[config.mk]
export PLATFORM = sky130hd
export DESIGN_NAME = arpeggio_pattern_builder
export DESIGN_NICKNAME = d
export VERILOG_FILES = /design/src/sv/apb_pkg.sv /design/src/sv/arpeggio_pattern_builder.sv /design/src/sv/apb_front.sv /design/src/sv/apb_back.sv
export SDC_FILE = /design/constraint.sdc
export NUM_CORES = 1
export LEC_CHECK = 0
export ABC_CLOCK_PERIOD_IN_PS = 12300
export CORE_ASPECT_RATIO = 1.4
export CORE_MARGIN = 3
export CORE_UTILIZATION = 45
export CTS_CLUSTER_DIAMETER = 40
export DETAILED_ROUTE_END_ITERATION = 7
export DONT_BUFFER_PORTS = 1
export GPL_TIMING_DRIVEN = 0
export PLACE_DENSITY = 0.63
export SLEW_MARGIN = 10
export SYNTH_ARGS = -nofsm -noshare
export SYNTH_HDL_FRONTEND = slang
export SYNTH_SLANG_ARGS = --single-unit
[constraint.sdc]
create_clock -name clk -period 12.3 [get_ports clk]
set_input_delay 1.23 -clock clk [delete_from_list [all_inputs] [get_ports clk]]
set_output_delay 1.23 -clock clk [all_outputs]
set_load 0.03 [all_outputs]
[src/sv/apb_pkg.sv]
// Shared types and constants for the arpeggio pattern builder.
`default_nettype none
package apb_pkg;

  localparam int PITCH_W = 7;
  localparam int VEL_W   = 7;
  localparam int POS_W   = 5;
  localparam int STYLE_W = 4;
  localparam int RETRIG_W = 2;
  localparam int CFG_W   = 4;

  localparam logic [STYLE_W-1:0] ST_UP        = 4'd0;
  localparam logic [STYLE_W-1:0] ST_DOWN      = 4'd1;
  localparam logic [STYLE_W-1:0] ST_UPDOWN    = 4'd2;
  localparam logic [STYLE_W-1:0] ST_DOWNUP    = 4'd3;
  localparam logic [STYLE_W-1:0] ST_UP_N_DOWN = 4'd4;
  localparam logic [STYLE_W-1:0] ST_DOWN_N_UP = 4'd5;
  localparam logic [STYLE_W-1:0] ST_CONVERGE  = 4'd6;
  localparam logic [STYLE_W-1:0] ST_DIVERGE   = 4'd7;
  localparam logic [STYLE_W-1:0] ST_CONDIV    = 4'd8;
  localparam logic [STYLE_W-1:0] ST_PINKY_UP  = 4'd9;
  localparam logic [STYLE_W-1:0] ST_PINKY_UD  = 4'd10;
  localparam logic [STYLE_W-1:0] ST_THUMB_UP  = 4'd11;
  localparam logic [STYLE_W-1:0] ST_THUMB_UD  = 4'd12;
  localparam logic [STYLE_W-1:0] ST_ORDER     = 4'd13;

  localparam logic [RETRIG_W-1:0] RT_OFF   = 2'd0;
  localparam logic [RETRIG_W-1:0] RT_EVERY = 2'd1;

  localparam logic CFG_IDX_STYLE  = 1'b0;
  localparam logic CFG_IDX_RETRIG = 1'b1;

  // Classified event as it sits in the queue.
  typedef struct packed {
    logic                is_on;
    logic [PITCH_W-1:0]  pitch;
    logic [VEL_W-1:0]    vel;
  } evt_t;

endpackage
`default_nettype wire

[src/sv/arpeggio_pattern_builder.sv]
// Top level of the arpeggio pattern builder: config registers and the two engines.
//
// Each note event first updates the held table, then (for every style but arrival
// order) the table is sorted by odd/even transposition passes, then the pattern is
// emitted at one beat per cycle while the output is not stalled. A two-entry
// event queue in front accepts new events while the table engine is busy. A
// note-on for a pitch already held only updates its velocity and emits nothing.
`default_nettype none
module arpeggio_pattern_builder #(
  parameter int MAX_HELD = 8
) (
  input  wire                         clk,
  input  wire                         rst_n,
  input  wire                         cfg_wr_en,
  input  wire                         cfg_index,
  input  wire [apb_pkg::CFG_W-1:0]    cfg_wdata,
  input  wire                         in_valid,
  output logic                        in_stall,
  input  wire                         in_kind,
  input  wire [apb_pkg::PITCH_W-1:0]  in_note_pitch,
  input  wire [apb_pkg::VEL_W-1:0]    in_note_velocity,
  output logic                        out_valid,
  input  wire                         out_stall,
  output logic [apb_pkg::PITCH_W-1:0] out_pattern_pitch,
  output logic [apb_pkg::VEL_W-1:0]   out_pattern_velocity,
  output logic [apb_pkg::POS_W-1:0]   out_position,
  output logic                        out_last,
  output logic                        out_restart,
  output logic                        out_empty_res
);

  logic [apb_pkg::STYLE_W-1:0]  arp_style_r;
  logic [apb_pkg::RETRIG_W-1:0] retrig_mode_r;
  logic          q_valid, q_pop;
  apb_pkg::evt_t q_evt;

  always_ff @(posedge clk) begin
    if (!rst_n) begin
      arp_style_r   <= apb_pkg::ST_UP;
      retrig_mode_r <= apb_pkg::RT_OFF;
    end else if (cfg_wr_en) begin
      case (cfg_index)
        apb_pkg::CFG_IDX_STYLE:  arp_style_r <= cfg_wdata[apb_pkg::STYLE_W-1:0];
        apb_pkg::CFG_IDX_RETRIG: retrig_mode_r <= cfg_wdata[apb_pkg::RETRIG_W-1:0];
        default: begin
        end
      endcase
    end
  end

  apb_front u_front (
    .clk              (clk),
    .rst_n            (rst_n),
    .in_valid         (in_valid),
    .in_stall         (in_stall),
    .in_kind          (in_kind),
    .in_note_pitch    (in_note_pitch),
    .in_note_velocity (in_note_velocity),
    .q_valid          (q_valid),
    .q_evt            (q_evt),
    .q_pop            (q_pop)
  );

  apb_back #(.MAX_HELD(MAX_HELD)) u_back (
    .clk                  (clk),
    .rst_n                (rst_n),
    .q_valid              (q_valid),
    .q_evt                (q_evt),
    .q_pop                (q_pop),
    .arp_style            (arp_style_r),
    .retrig_mode          (retrig_mode_r),
    .out_valid            (out_valid),
    .out_stall            (out_stall),
    .out_pattern_pitch    (out_pattern_pitch),
    .out_pattern_velocity (out_pattern_velocity),
    .out_position         (out_position),
    .out_last             (out_last),
    .out_restart          (out_restart),
    .out_empty_res        (out_empty_res)
  );

endmodule
`default_nettype wire

[src/sv/apb_front.sv]
// Front end: classify note events and queue them for the table engine.
`default_nettype none
module apb_front (
  input  wire                        clk,
  input  wire                        rst_n,
  input  wire                        in_valid,
  output logic                       in_stall,
  input  wire                        in_kind,
  input  wire [apb_pkg::PITCH_W-1:0] in_note_pitch,
  input  wire [apb_pkg::VEL_W-1:0]   in_note_velocity,
  output logic                       q_valid,
  output apb_pkg::evt_t              q_evt,
  input  wire                        q_pop
);

  apb_pkg::evt_t evt_r [2];
  logic       wr_ptr_r, rd_ptr_r;
  logic [1:0] fill_r, fill_nxt;
  logic       push, pop;

  assign in_stall = (fill_r == 2'd2);
  assign q_valid  = (fill_r != 2'd0);
  assign q_evt    = evt_r[rd_ptr_r];
  assign push     = in_valid && !in_stall;
  assign pop      = q_pop && q_valid;

  always_comb begin
    fill_nxt = fill_r;
    if (push && !pop) fill_nxt = fill_r + 2'd1;
    else if (pop && !push) fill_nxt = fill_r - 2'd1;
  end

  always_ff @(posedge clk) begin
    if (!rst_n) begin
      wr_ptr_r <= 1'b0;
      rd_ptr_r <= 1'b0;
      fill_r   <= 2'd0;
    end else begin
      fill_r <= fill_nxt;
      if (push) wr_ptr_r <= !wr_ptr_r;
      if (pop) rd_ptr_r <= !rd_ptr_r;
    end
  end

  // A note-on with zero velocity is a release.
  always_ff @(posedge clk) begin
    if (push) begin
      evt_r[wr_ptr_r].is_on <= in_kind && (in_note_velocity != '0);
      evt_r[wr_ptr_r].pitch <= in_note_pitch;
      evt_r[wr_ptr_r].vel   <= in_note_velocity;
    end
  end

  a_fill_max: assert property (@(posedge clk) disable iff (!rst_n) fill_r != 2'd3)
    else $error("queue fill out of range");
  a_no_pop_empty: assert property (@(posedge clk) disable iff (!rst_n)
    fill_r == 2'd0 |-> !pop) else $error("pop from empty queue");
  a_fill_track: assert property (@(posedge clk) disable iff (!rst_n)
    push && !pop |=> fill_r == $past(fill_r) + 2'd1) else $error("fill count slip");

endmodule
`default_nettype wire

[src/sv/apb_back.sv]
// Back end: held-note table, in-place sort and pattern sequencer.
`default_nettype none
module apb_back #(
  parameter int MAX_HELD = 8
) (
  input  wire                         clk,
  input  wire                         rst_n,
  input  wire                         q_valid,
  input  apb_pkg::evt_t               q_evt,
  output logic                        q_pop,
  input  wire [apb_pkg::STYLE_W-1:0]  arp_style,
  input  wire [apb_pkg::RETRIG_W-1:0] retrig_mode,
  output logic                        out_valid,
  input  wire                         out_stall,
  output logic [apb_pkg::PITCH_W-1:0] out_pattern_pitch,
  output logic [apb_pkg::VEL_W-1:0]   out_pattern_velocity,
  output logic [apb_pkg::POS_W-1:0]   out_position,
  output logic                        out_last,
  output logic                        out_restart,
  output logic                        out_empty_res
);

  localparam int IW = $clog2(MAX_HELD);
  localparam int CW = $clog2(MAX_HELD + 1);
  localparam int PW = $clog2(MAX_HELD);
  localparam int KW = ($clog2(4 * MAX_HELD) > apb_pkg::POS_W) ?
                      $clog2(4 * MAX_HELD) : apb_pkg::POS_W;
  localparam int AW = KW + 1;

  typedef enum logic [1:0] {S_IDLE, S_UPD, S_SORT, S_EMIT} state_t;

  state_t state_r, state_nxt;
  apb_pkg::evt_t ev_r;
  // Slots at and above the count are don't-care, so no empty marker is kept.
  logic [apb_pkg::PITCH_W-1:0] pit_r [MAX_HELD];
  logic [apb_pkg::PITCH_W-1:0] pit_nxt [MAX_HELD];
  logic [apb_pkg::VEL_W-1:0]   vel_r [MAX_HELD];
  logic [apb_pkg::VEL_W-1:0]   vel_nxt [MAX_HELD];
  logic [CW-1:0] cnt_r, cnt_nxt;
  logic [PW-1:0] pass_r;
  logic [KW-1:0] k_r;
  logic          restart_r, restart_nxt;
  logic [MAX_HELD-1:0] hit, above;
  logic          hit_any, full, do_sort, desc;

  logic [AW-1:0] n_a, k_a, m_a, h_a, j_a, base_a, len_a, idx_a;
  logic          odd, seq_last;
  logic [IW-1:0] idx;

  assign q_pop = (state_r == S_IDLE) && q_valid;
  assign full  = (cnt_r == CW'(MAX_HELD));
  assign desc  = (arp_style == apb_pkg::ST_DOWN) || (arp_style == apb_pkg::ST_DOWNUP) ||
                 (arp_style == apb_pkg::ST_DOWN_N_UP);

  always_comb begin
    for (int i = 0; i < MAX_HELD; i++) begin
      hit[i] = (CW'(i) < cnt_r) && (pit_r[i] == ev_r.pitch);
    end
    above[0] = hit[0];
    for (int i = 1; i < MAX_HELD; i++) begin
      above[i] = above[i-1] || hit[i];
    end
    hit_any = above[MAX_HELD-1];
  end

  // Table update and one odd/even transposition pass per sort cycle.
  always_comb begin
    for (int i = 0; i < MAX_HELD; i++) begin
      pit_nxt[i] = pit_r[i];
      vel_nxt[i] = vel_r[i];
    end
    cnt_nxt = cnt_r;
    restart_nxt = restart_r;
    case (state_r)
      S_UPD: begin
        restart_nxt = 1'b0;
        if (ev_r.is_on) begin
          if (hit_any) begin
            for (int i = 0; i < MAX_HELD; i++) begin
              if (hit[i]) vel_nxt[i] = ev_r.vel;
            end
          end else if (full) begin
            // evict slot 0 (the oldest only while the table is unsorted), shift down, append
            for (int i = 0; i < MAX_HELD - 1; i++) begin
              pit_nxt[i] = pit_r[i+1];
              vel_nxt[i] = vel_r[i+1];
            end
            pit_nxt[MAX_HELD-1] = ev_r.pitch;
            vel_nxt[MAX_HELD-1] = ev_r.vel;
            restart_nxt = (retrig_mode == apb_pkg::RT_EVERY);
          end else begin
            for (int i = 0; i < MAX_HELD; i++) begin
              if (CW'(i) == cnt_r) begin
                pit_nxt[i] = ev_r.pitch;
                vel_nxt[i] = ev_r.vel;
              end
            end
            cnt_nxt = cnt_r + CW'(1);
            restart_nxt = (retrig_mode == apb_pkg::RT_EVERY) || (cnt_r == '0);
          end
        end else if (hit_any) begin
          for (int i = 0; i < MAX_HELD - 1; i++) begin
            if (above[i]) begin
              pit_nxt[i] = pit_r[i+1];
              vel_nxt[i] = vel_r[i+1];
            end
          end
          cnt_nxt = cnt_r - CW'(1);
        end
      end
      S_SORT: begin
        for (int i = 0; i < MAX_HELD - 1; i++) begin
          if ((i % 2) == int'(pass_r[0]) && (CW'(i + 1) < cnt_r)) begin
            if (desc ? (pit_r[i] < pit_r[i+1]) : (pit_r[i] > pit_r[i+1])) begin
              pit_nxt[i]   = pit_r[i+1];
              pit_nxt[i+1] = pit_r[i];
              vel_nxt[i]   = vel_r[i+1];
              vel_nxt[i+1] = vel_r[i];
            end
          end
        end
      end
      default: begin
      end
    endcase
  end

  // Pattern length and table slot for step k.
  always_comb begin
    n_a    = AW'(cnt_r);
    k_a    = AW'(k_r);
    m_a    = k_a >> 1;
    h_a    = n_a >> 1;
    odd    = n_a[0];
    len_a  = n_a;
    idx_a  = k_a;
    j_a    = '0;
    base_a = '0;
    if (n_a == AW'(1)) begin
      len_a = AW'(1);
      idx_a = '0;
    end else begin
      case (arp_style)
        apb_pkg::ST_UPDOWN, apb_pkg::ST_DOWNUP: begin
          len_a = (n_a << 1) - AW'(2);
          idx_a = (k_a < n_a) ? k_a : (n_a << 1) - AW'(2) - k_a;
        end
        apb_pkg::ST_UP_N_DOWN, apb_pkg::ST_DOWN_N_UP: begin
          len_a = n_a << 1;
          idx_a = (k_a < n_a) ? k_a : (n_a << 1) - AW'(1) - k_a;
        end
        apb_pkg::ST_CONVERGE: begin
          idx_a = k_a[0] ? n_a - AW'(1) - m_a : m_a;
        end
        apb_pkg::ST_DIVERGE, apb_pkg::ST_CONDIV: begin
          if (arp_style == apb_pkg::ST_CONDIV) begin
            base_a = h_a << 1;
            len_a  = (h_a << 2) + AW'(odd);
          end
          if (arp_style == apb_pkg::ST_CONDIV && k_a < base_a) begin
            idx_a = k_a[0] ? n_a - AW'(1) - m_a : m_a;
          end else if (odd && k_a == base_a) begin
            idx_a = h_a;
          end else begin
            j_a   = k_a - base_a - AW'(odd);
            idx_a = j_a[0] ? n_a - h_a + (j_a >> 1) : h_a - AW'(1) - (j_a >> 1);
          end
        end
        apb_pkg::ST_PINKY_UP, apb_pkg::ST_PINKY_UD: begin
          len_a = (arp_style == apb_pkg::ST_PINKY_UD) ? (n_a - AW'(1)) << 2
                                                     : (n_a - AW'(1)) << 1;
          if (!k_a[0]) idx_a = n_a - AW'(1);
          else idx_a = (m_a < n_a - AW'(1)) ? m_a : (n_a << 1) - AW'(3) - m_a;
        end
        apb_pkg::ST_THUMB_UP, apb_pkg::ST_THUMB_UD: begin
          len_a = (arp_style == apb_pkg::ST_THUMB_UD) ? (n_a - AW'(1)) << 2
                                                     : (n_a - AW'(1)) << 1;
          if (!k_a[0]) idx_a = '0;
          else idx_a = (m_a < n_a - AW'(1)) ? m_a + AW'(1) : (n_a << 1) - AW'(2) - m_a;
        end
        default: begin
        end
      endcase
    end
    seq_last = (k_a + AW'(1) == len_a);
    idx      = idx_a[IW-1:0];
  end

  assign do_sort = (arp_style <= apb_pkg::ST_THUMB_UD);

  always_comb begin
    state_nxt = state_r;
    case (state_r)
      S_IDLE: if (q_valid) state_nxt = S_UPD;
      S_UPD: begin
        if (ev_r.is_on && hit_any) state_nxt = S_IDLE;
        else if (cnt_nxt != '0 && do_sort) state_nxt = S_SORT;
        else state_nxt = S_EMIT;
      end
      S_SORT: if (pass_r == PW'(MAX_HELD - 1)) state_nxt = S_EMIT;
      S_EMIT: begin
        if (!out_valid || !out_stall) begin
          if (cnt_r == '0 || seq_last) state_nxt = S_IDLE;
        end
      end
      default: state_nxt = S_IDLE;
    endcase
  end

  always_ff @(posedge clk) begin
    if (!rst_n) begin
      state_r   <= S_IDLE;
      cnt_r     <= '0;
      pass_r    <= '0;
      k_r       <= '0;
      restart_r <= 1'b0;
      out_valid <= 1'b0;
    end else begin
      state_r   <= state_nxt;
      cnt_r     <= cnt_nxt;
      restart_r <= restart_nxt;
      if (q_pop) ev_r <= q_evt;
      for (int i = 0; i < MAX_HELD; i++) begin
        pit_r[i] <= pit_nxt[i];
        vel_r[i] <= vel_nxt[i];
      end
      if (state_r == S_UPD) begin
        pass_r <= '0;
        k_r    <= '0;
      end
      if (state_r == S_SORT) pass_r <= pass_r + PW'(1);
      if (state_r == S_EMIT && (!out_valid || !out_stall)) begin
        out_valid <= 1'b1;
        k_r       <= k_r + KW'(1);
        if (cnt_r == '0) begin
          out_pattern_pitch    <= '0;
          out_pattern_velocity <= '0;
          out_position         <= '0;
          out_last             <= 1'b1;
          out_restart          <= 1'b0;
          out_empty_res        <= 1'b1;
        end else begin
          out_pattern_pitch    <= pit_r[idx];
          out_pattern_velocity <= vel_r[idx];
          out_position         <= k_r[apb_pkg::POS_W-1:0];
          out_last             <= seq_last;
          out_restart          <= restart_r;
          out_empty_res        <= 1'b0;
        end
      end else if (out_valid && !out_stall) begin
        out_valid <= 1'b0;
      end
    end
  end

  a_cnt_bound: assert property (@(posedge clk) disable iff (!rst_n)
    cnt_r <= CW'(MAX_HELD)) else $error("held count overflow");
  a_empty_single: assert property (@(posedge clk) disable iff (!rst_n)
    out_valid && out_empty_res |-> out_last && out_position == '0 && !out_restart)
    else $error("empty beat malformed");
  a_sort_nonempty: assert property (@(posedge clk) disable iff (!rst_n)
    state_r == S_SORT |-> cnt_r != '0) else $error("sort on empty table");
  a_pop_idle: assert property (@(posedge clk) disable iff (!rst_n)
    q_pop |=> state_r == S_UPD) else $error("pop outside idle");

endmodule
`default_nettype wire

# After elaboration in Yosys (flattened, before gate mapping)
# Memory sizes are Yosys's and may differ from the RTL's. A register that Yosys moved wholly into a read port is not among the register bits.
# Cells that the tools add are included.
[word_totals]
register_bits = 34
ram_bits = 142
out_inout_bits = 24
mem_count = 3
in_bits = 25
wordCells = 310
[op_classes]
order_cmp = 26
eq_ne = 41
add_sub_neg = 24
n_mux = 134
n_reduce_logical = 65
bitwise = 2
[memory_table]
columns = ["name", "depth", "width", "rd", "rd_clocked_by_memory_dff", "write_ports", "line", "rtl"]
rows = [
  ["u_back.pit_r", 8, 7, 9, 1, 8, "apb_back.sv:35", "logic [apb_pkg::PITCH_W-1:0] pit_r [MAX_HELD];"],
  ["u_back.vel_r", 8, 7, 9, 1, 8, "apb_back.sv:37", "logic [apb_pkg::VEL_W-1:0] vel_r [MAX_HELD];"],
  ["u_front.evt_r", 2, 15, 1, 1, 1, "apb_front.sv:16", "apb_pkg::evt_t evt_r [2];"],
]
[op_table]
columns = ["operator", "count"]
rows = [
  ["14-bit 2-to-1 mux", 30],
  ["7-bit 2-to-1 mux", 40],
  ["56-bit 2-to-1 mux", 4],
  ["56-bit one-hot mux with 2 select lines", 2],
  ["49-bit 2-to-1 mux", 4],
  ["7-bit equality test", 8],
  ["7-bit > comparator", 7],
  ["7-bit < comparator", 7],
  ["3-bit 2-to-1 mux", 13],
  ["6-bit 2-to-1 mux", 6],
  ["6-bit one-hot mux with 5 select lines", 1],
  ["1-bit logical AND", 27],
  ["4-bit equality test (second input constant)", 6],
  ["4-bit 2-to-1 mux", 6],
  ["3-bit subtractor", 7],
  ["3-bit one-hot mux with 6 select lines", 1],
  ["1-bit 2-to-1 mux", 17],
  ["3-bit by 4-bit equality test with 1-bit output (first input constant)", 4],
  ["4-bit by 3-bit equality test with 1-bit output (second input constant)", 4],
  ["3-bit by 4-bit < comparator with 1-bit output (first input constant)", 4],
  ["2-bit 2-to-1 mux", 7],
  ["1-bit logical OR", 12],
  ["5-bit 2-to-1 mux", 2],
  ["2-bit nonzero test", 5],
  ["41 further kinds", 68],
]

# Logic depth before layout (Yosys ltp)
[logic_depth]
word_depth = 20
depth_mapped = 18
depth_no_buf = 16

# Hierarchy
# From an unflattened synthesis, not the netlist that was laid out.
[hier_totals]
cells_unflattened = 1730
hier_area_um2 = 16084.2
[modules_own_cells]
columns = ["mod", "n_inst", "cells_per_inst", "seq_area_each_um2", "area_each_um2"]
rows = [
  ["apb_back", 1, 1629, 4794.6, 14492.6],
  ["apb_front", 1, 75, 1001.0, 1337.5],
  ["arpeggio_pattern_builder", 1, 26, 120.1, 254.0],
]

# Worst setup path before layout
# No wires, ideal clock.
[synth_timing]
path_kind = "reg2reg"
startpoint = "reg u_back.k_r[0]"
endpoint = "reg u_back.out_pattern_pitch[0] in the netlist's numbering (read register of u_back.pit_r), data pin"
required_ns = 12.044
slack_ns = 7.561
setup_time_ns = 0.256
path_stages_with_launch = 19
arrival_time_ns = 4.483
n_path_buf = 2
cell_sequence = "dfxtp_1 > clkbuf_1 > inv_1 > ha_1 > fa_1 > xnor2_1 > fa_1 > inv_1 > fa_1 > xnor3_1 > mux2i_1 > xnor3_1 > nor2_1 > xnor2_1 > o221ai_2 > a211oi_2 > nor3_4 > buf_4 > a22o_1"
[synth_between]
elab_chain_cells = 8
[synth_lines]
columns = ["element", "line", "rtl"]
rows = [
  ["start, declared", "apb_back.sv:41", "logic [KW-1:0] k_r;"],
  ["start signal, assigned", "apb_back.sv:234", "k_r <= k_r + KW'(1);"],
  ["4-bit subtractor", "apb_back.sv:165", "j_a = k_a - base_a - AW'(odd);"],
  ["4-bit by 1-bit subtractor with 4-bit output", "apb_back.sv:165", ""],
  ["3-bit subtractor or 3-bit adder (tied branches)", "apb_back.sv:166", "idx_a = j_a[0] ? n_a - h_a + (j_a >> 1) : h_a - AW'(1) - (j_a >> 1);"],
  ["3-bit 2-to-1 mux", "apb_back.sv:166", ""],
  ["3-bit 2-to-1 mux", "apb_back.sv:162", "end else if (odd && k_a == base_a) begin"],
  ["3-bit 2-to-1 mux", "apb_back.sv:160", "if (arp_style == apb_pkg::ST_CONDIV && k_a < base_a) begin"],
  ["3-bit one-hot mux with 6 select lines (*)", "apb_back.sv:143", "case (arp_style)"],
  ["3-bit 2-to-1 mux (*)", "apb_back.sv:139", "if (n_a == AW'(1)) begin"],
  ["end, declared", "apb_back.sv:15", "output logic [apb_pkg::PITCH_W-1:0] out_pattern_pitch,"],
]
# Every way passes the cells marked *; elsewhere a longest branch is shown, timed or not.
# A chain may end at the register's enable or synchronous reset.

# Worst setup path in the final report
[layout_timing]
startpoint = "reg u_back.cnt_r[0]"
endpoint = "reg u_back.out_pattern_pitch[5] in the netlist's numbering (read register of u_back.pit_r), data pin"
[layout_between]
elab_chain_cells = 7
[layout_lines]
columns = ["element", "line", "rtl"]
rows = [
  ["start, declared", "apb_back.sv:39", "logic [CW-1:0] cnt_r, cnt_nxt;"],
  ["start signal, assigned", "apb_back.sv:220", "cnt_r <= cnt_nxt;"],
  ["4-bit by 1-bit subtractor with 4-bit output or 3-bit subtractor (tied branches)", "apb_back.sv:165, apb_back.sv:166", ""],
  ["3-bit subtractor or 3-bit adder (tied branches)", "apb_back.sv:166", ""],
  ["3-bit 2-to-1 mux", "apb_back.sv:166", ""],
  ["3-bit 2-to-1 mux", "apb_back.sv:162", ""],
  ["3-bit 2-to-1 mux", "apb_back.sv:160", ""],
  ["3-bit one-hot mux with 6 select lines", "apb_back.sv:143", ""],
  ["3-bit 2-to-1 mux", "apb_back.sv:139", ""],
]
# Several ways; a longest one is shown, not always the timed one.

==> summary.txt <==
Outcome
  – Status: finished, final reports clean

Clock tree
  – CTS clk-pin slew, worst paths: ~0.050 ns
  – Clock network latency to the later pin of the worst-skew pair: about 0.54 ns
  – Hold Buf Count CTS: 0
  – Clk buf depth: 3
  – Resized Gates After CTS: 0
  – CTS Sinks: between 200 and 250
  – CTS tree: done
  – Post-CTS Setup Inserts: 0
  – CTS buffer count: 35
  – Clock Tree Root: clkbuf_16
  – H-tree Lvls: 2

Floorplan
  – Die H: roughly 220 um
  – Die Wd: 161 um
  – Initial Util: between 40% and 50%
  – Core box area: about 33000 um2
  – Top Ports: 49
  – Die area: roughly 36000 um2
  – FP Rows: 78

Synth
  – Syn Nets: 1674
  – Number of flops mapped to enable cells by yosys: 179
  – #FFs+latches synth: between 200 and 250
  – Sequential share of the synthesized area: approximately 39%
  – Syn Inst Count: roughly 1600
  – Netlist cell types: 84
  – Synth Flop Type: edfxtp_1
  – Post-Syn Area per Cell: just under 10 um2
  – Mapped Area: 15100 um2
  – Yosys warns: 0
  – Ys async rst share: 0%

Cells and area
  – # fillers: a little over 3000
  – Multi-input logic area: roughly 8500 um2
  – Register area: 5900 um2
  – Final core utilization: between 50% and 60%
  – Share of cells above drive strength 1: approximately a tenth
  – Area grow syn2layout: 11.5%
  – Fin nets: approximately 1700
  – ANT cells: 0

Global routing
  – First-pass GRT wire length: roughly 80000 um
  – Pin count of the biggest net entering global routing: 21
  – Overflow left after global routing: 0
  – Initial antenna violation count: 0
  – Vias in the first global route: 13100
  – All-Layer GR Usage: between 20% and 30%

Detailed routing
  – Max Used Layer: met4
  – Avg WL per Cell: between 20 and 30 um
  – Vias per cell: 6.34
  – # DRC: 0
  – WL met3: ~3800 um
  – Detail Route Antenna Nets: 0
  – Metal1 wirelength: just under 20000 um
  – Via count: around 13000
  – DR pass1 iterations: 7
  – WL final: ~53000 um
  – First DRT Iteration DRCs: 1170
  – Routed length on met2: between 20000 and 30000 um

Critical path
  – CP max FO: 12
  – WP data required: approximately 13 ns
  – Worst path depth: 16
  – Worst reg2reg endpoint: u_back.out_pattern_pitch[5]
  – Critical Path Start: u_back.cnt_r[0]
  – Crit-path cells: clkbuf_1 -> inv_1 -> ha_1 -> inv_1 -> ha_1 -> nand2b_1 -> a21oi_1 -> o21ai_2 -> mux2i_1 -> mux2i_1 -> a211o_1 -> o221ai_1 -> buf_4 -> buf_6 -> mux2i_1 -> a22o_1
  – Startpoint Class: flop
  – Slowest-stage cell, CP: ha_1
  – Worst r2r src: u_back.cnt_r[0]
  – CP Class: flop to flop
  – Top cell family by delay on the critical path: buffers and inverters
  – WP data arrival: 6.26 ns
  – Max stage delay on crit path: between 0.7 and 0.8 ns
  – R2r setup slk: between 6 and 7 ns
  – CP bufs+invs: 5
  – Top cell by count, worst path: mux2i_1
  – Reg2reg path depth: 16
  – Element type at the critical path end: flop

Hold path
  – Hold Startpoint: retrig_mode_r[0]
  – Worst hold path endpoint: retrig_mode_r[0]
  – Worst hold path stage count: 2
  – Tightest Hold Check Type: flop to flop

Pwr
  – VDD IR-drop max: 0.163 mV
  – Switching power: around 1600 uW
  – Sw frac: roughly two fifths
  – LEAKAGE: between 0.006 and 0.007 uW
  – Share of power burned in registers: 32.2%
  – Pwr/cell area: between 200 and 250 nW/um2
  – Internal power: 2230 uW
  – Clock power frac: 24.9%
  – Logic pwr share: 42.9%

Timing
  – Pins Over Slew Limit: 0
  – Final worst-path cycle share: around 48%
  – Worst Max-Slew Pin Slew: approximately 1.4 ns
  – Clock Skews: approximately 0.029 ns
  – Fin Hold WS: 0.458 ns
  – RSZ-0062 raised after global routing: no
  – Post-route minimum period: 5.86 ns
  – Count of final setup violators: 0
  – Total negative slack: 0 ns
  – Fmax: between 0.15 and 0.2 GHz
  – Slew Limit Headroom: roughly 9%
  – Hold Fails Final Rpt: 0

Run
  – Max_cap viols: 0

Place
  – Dpl hpwl: slightly above 40000 um
  – PortBufs: 0
  – Placer Congestion: about 0.98
-- Yosys cell counts, drive strengths merged, types with 24 or more instances --
cell type  number  area share [%]
nor2          139             3.5
a211oi         24             1.2
o21ai          70             2.3
nand3          39             1.3
xor2           47             2.8
dfxtp          26             3.4
a21oi          81             2.7
xnor2          34             2.0
clkbuf         47             1.2
mux2           26             1.9
edfxtp        179              36
ha             89             7.4
nor3           50             1.8
nand2         122             3.0
mux2i         140             9.3
inv            95             2.4
buf            41             1.7
-- per-stage QoR --
| stage | total power [uW] | cells | instance area (um2) | setup WS, ns |
|---|---|---|---|---|
| finish | 3830 | 2057 | 16900 | 6.44 |
| global route | 4020 | 2057 | 16900 | 6.23 |
| CTS | 3810 | 2057 | 16900 | 6.51 |
| detailed placement | 2850 | 1993 | 15700 | 6.49 |
| global placement | 2810 | 1992 | 15700 | 6.50 |
| floorplan | 2310 | 1552 | 15100 | 7.56 |
-- cell type report --
type | instances | area share (%)
Inverter | 95 | 2.11
Clock inverter | 22 | 1.24
Multi-Input combinational cell | 1164 | 50.2
Tap cell | 440 | 3.26
Sequential cell | 205 | 35.0
Clock buffer | 42 | 5.47
Timing Repair Buffer | 1 | 0.119
Buffer | 88 | 2.61
-- worst min-delay path: stages (launching register included) --
cell	delay, ns
dfxtp_1	0.30
nand2_1	0.05
a21oi_1	0.06
-- layer usage --
metal / track usage (%) / up-vias
li1: - / 5863
met1: 33.4 / 6240
met2: 50.3 / 696
met3: 4.77 / 238
met4: 18.6 / 0
met5: 0 / -
-- how the worst max path moves through the flow --
stage / slack, ns / end
4_1_cts: 6.51 / u_back.out_pattern_pitch[2]
3_3_place_gp: 6.50 / u_back.out_pattern_pitch[2]
2_1_floorplan: 7.56 / u_back.out_pattern_pitch[0]
3_5_place_dp: 6.49 / u_back.out_pattern_pitch[2]
5_1_grt: 6.23 / u_back.out_pattern_pitch[4]
6_report: 6.44 / u_back.out_pattern_pitch[5]
-- cells by family (layout without fill, tap and decap cells) --
kind of cell | after synthesis | in the layout | share of synthesized area (%)
simple gates | 458 | 458 | 14.5
buf+inv | 183 | 248 | 5.27
fa+ha+maj | 97 | 97 | 8.42
compound gates | 360 | 360 | 16.6
xor+xnor | 83 | 83 | 5.04
flops | 205 | 205 | 39.0
mux | 166 | 166 | 11.2
-- flip-flops by register name, summed over array words and instances (netlist names), 5 cells and up, named ones only --
| name | cells |
|---|---|
| u_back.out_pattern_pitch | 7 |
| u_back.k_r | 5 |
| u_front.evt_r | 30 |
| u_back.pit_r | 56 |
| u_back.out_position | 5 |
| u_back.out_pattern_velocity | 7 |
| u_back.vel_r | 56 |
| u_back.ev_r | 15 |
-- power by group through the flow --
stage	registers, uW	logic [uW]	clock network [uW]
4_1_cts	1220	1620	963
3_5_place_dp	1240	1610	0
5_1_grt	1250	1780	989
3_3_place_gp	1230	1580	0
2_1_floorplan	1150	1160	0
6_report	1230	1640	953
-- cells in the final DEF (no fill, tap or decap), types with 8 or more instances in the layout --
cell type,synthesis,routed
o22ai_1,23,23
clkbuf_1,47,53
xnor2_1,34,34
mux2_2,26,26
dfxtp_1,26,26
mux2i_1,140,139
o221ai_1,17,17
a211oi_1,23,22
nand2_1,122,122
a21oi_1,81,81
nor2_1,138,135
a22o_1,22,22
a221oi_1,17,17
o21a_1,14,14
ha_1,89,89
buf_2,16,16
o2bb2ai_1,9,9
nor2b_1,17,17
inv_1,93,93
a211o_1,9,9
fa_1,8,8
nor3_1,47,45
nor4_1,16,16
edfxtp_1,179,179
nand4_1,22,22
o211ai_1,9,9
buf_4,14,14
nand2b_1,12,12
nand3_1,38,38
clkbuf_16,0,36
o21ai_0,68,68
xor2_1,46,46
(Power assumes the default switching activity.)
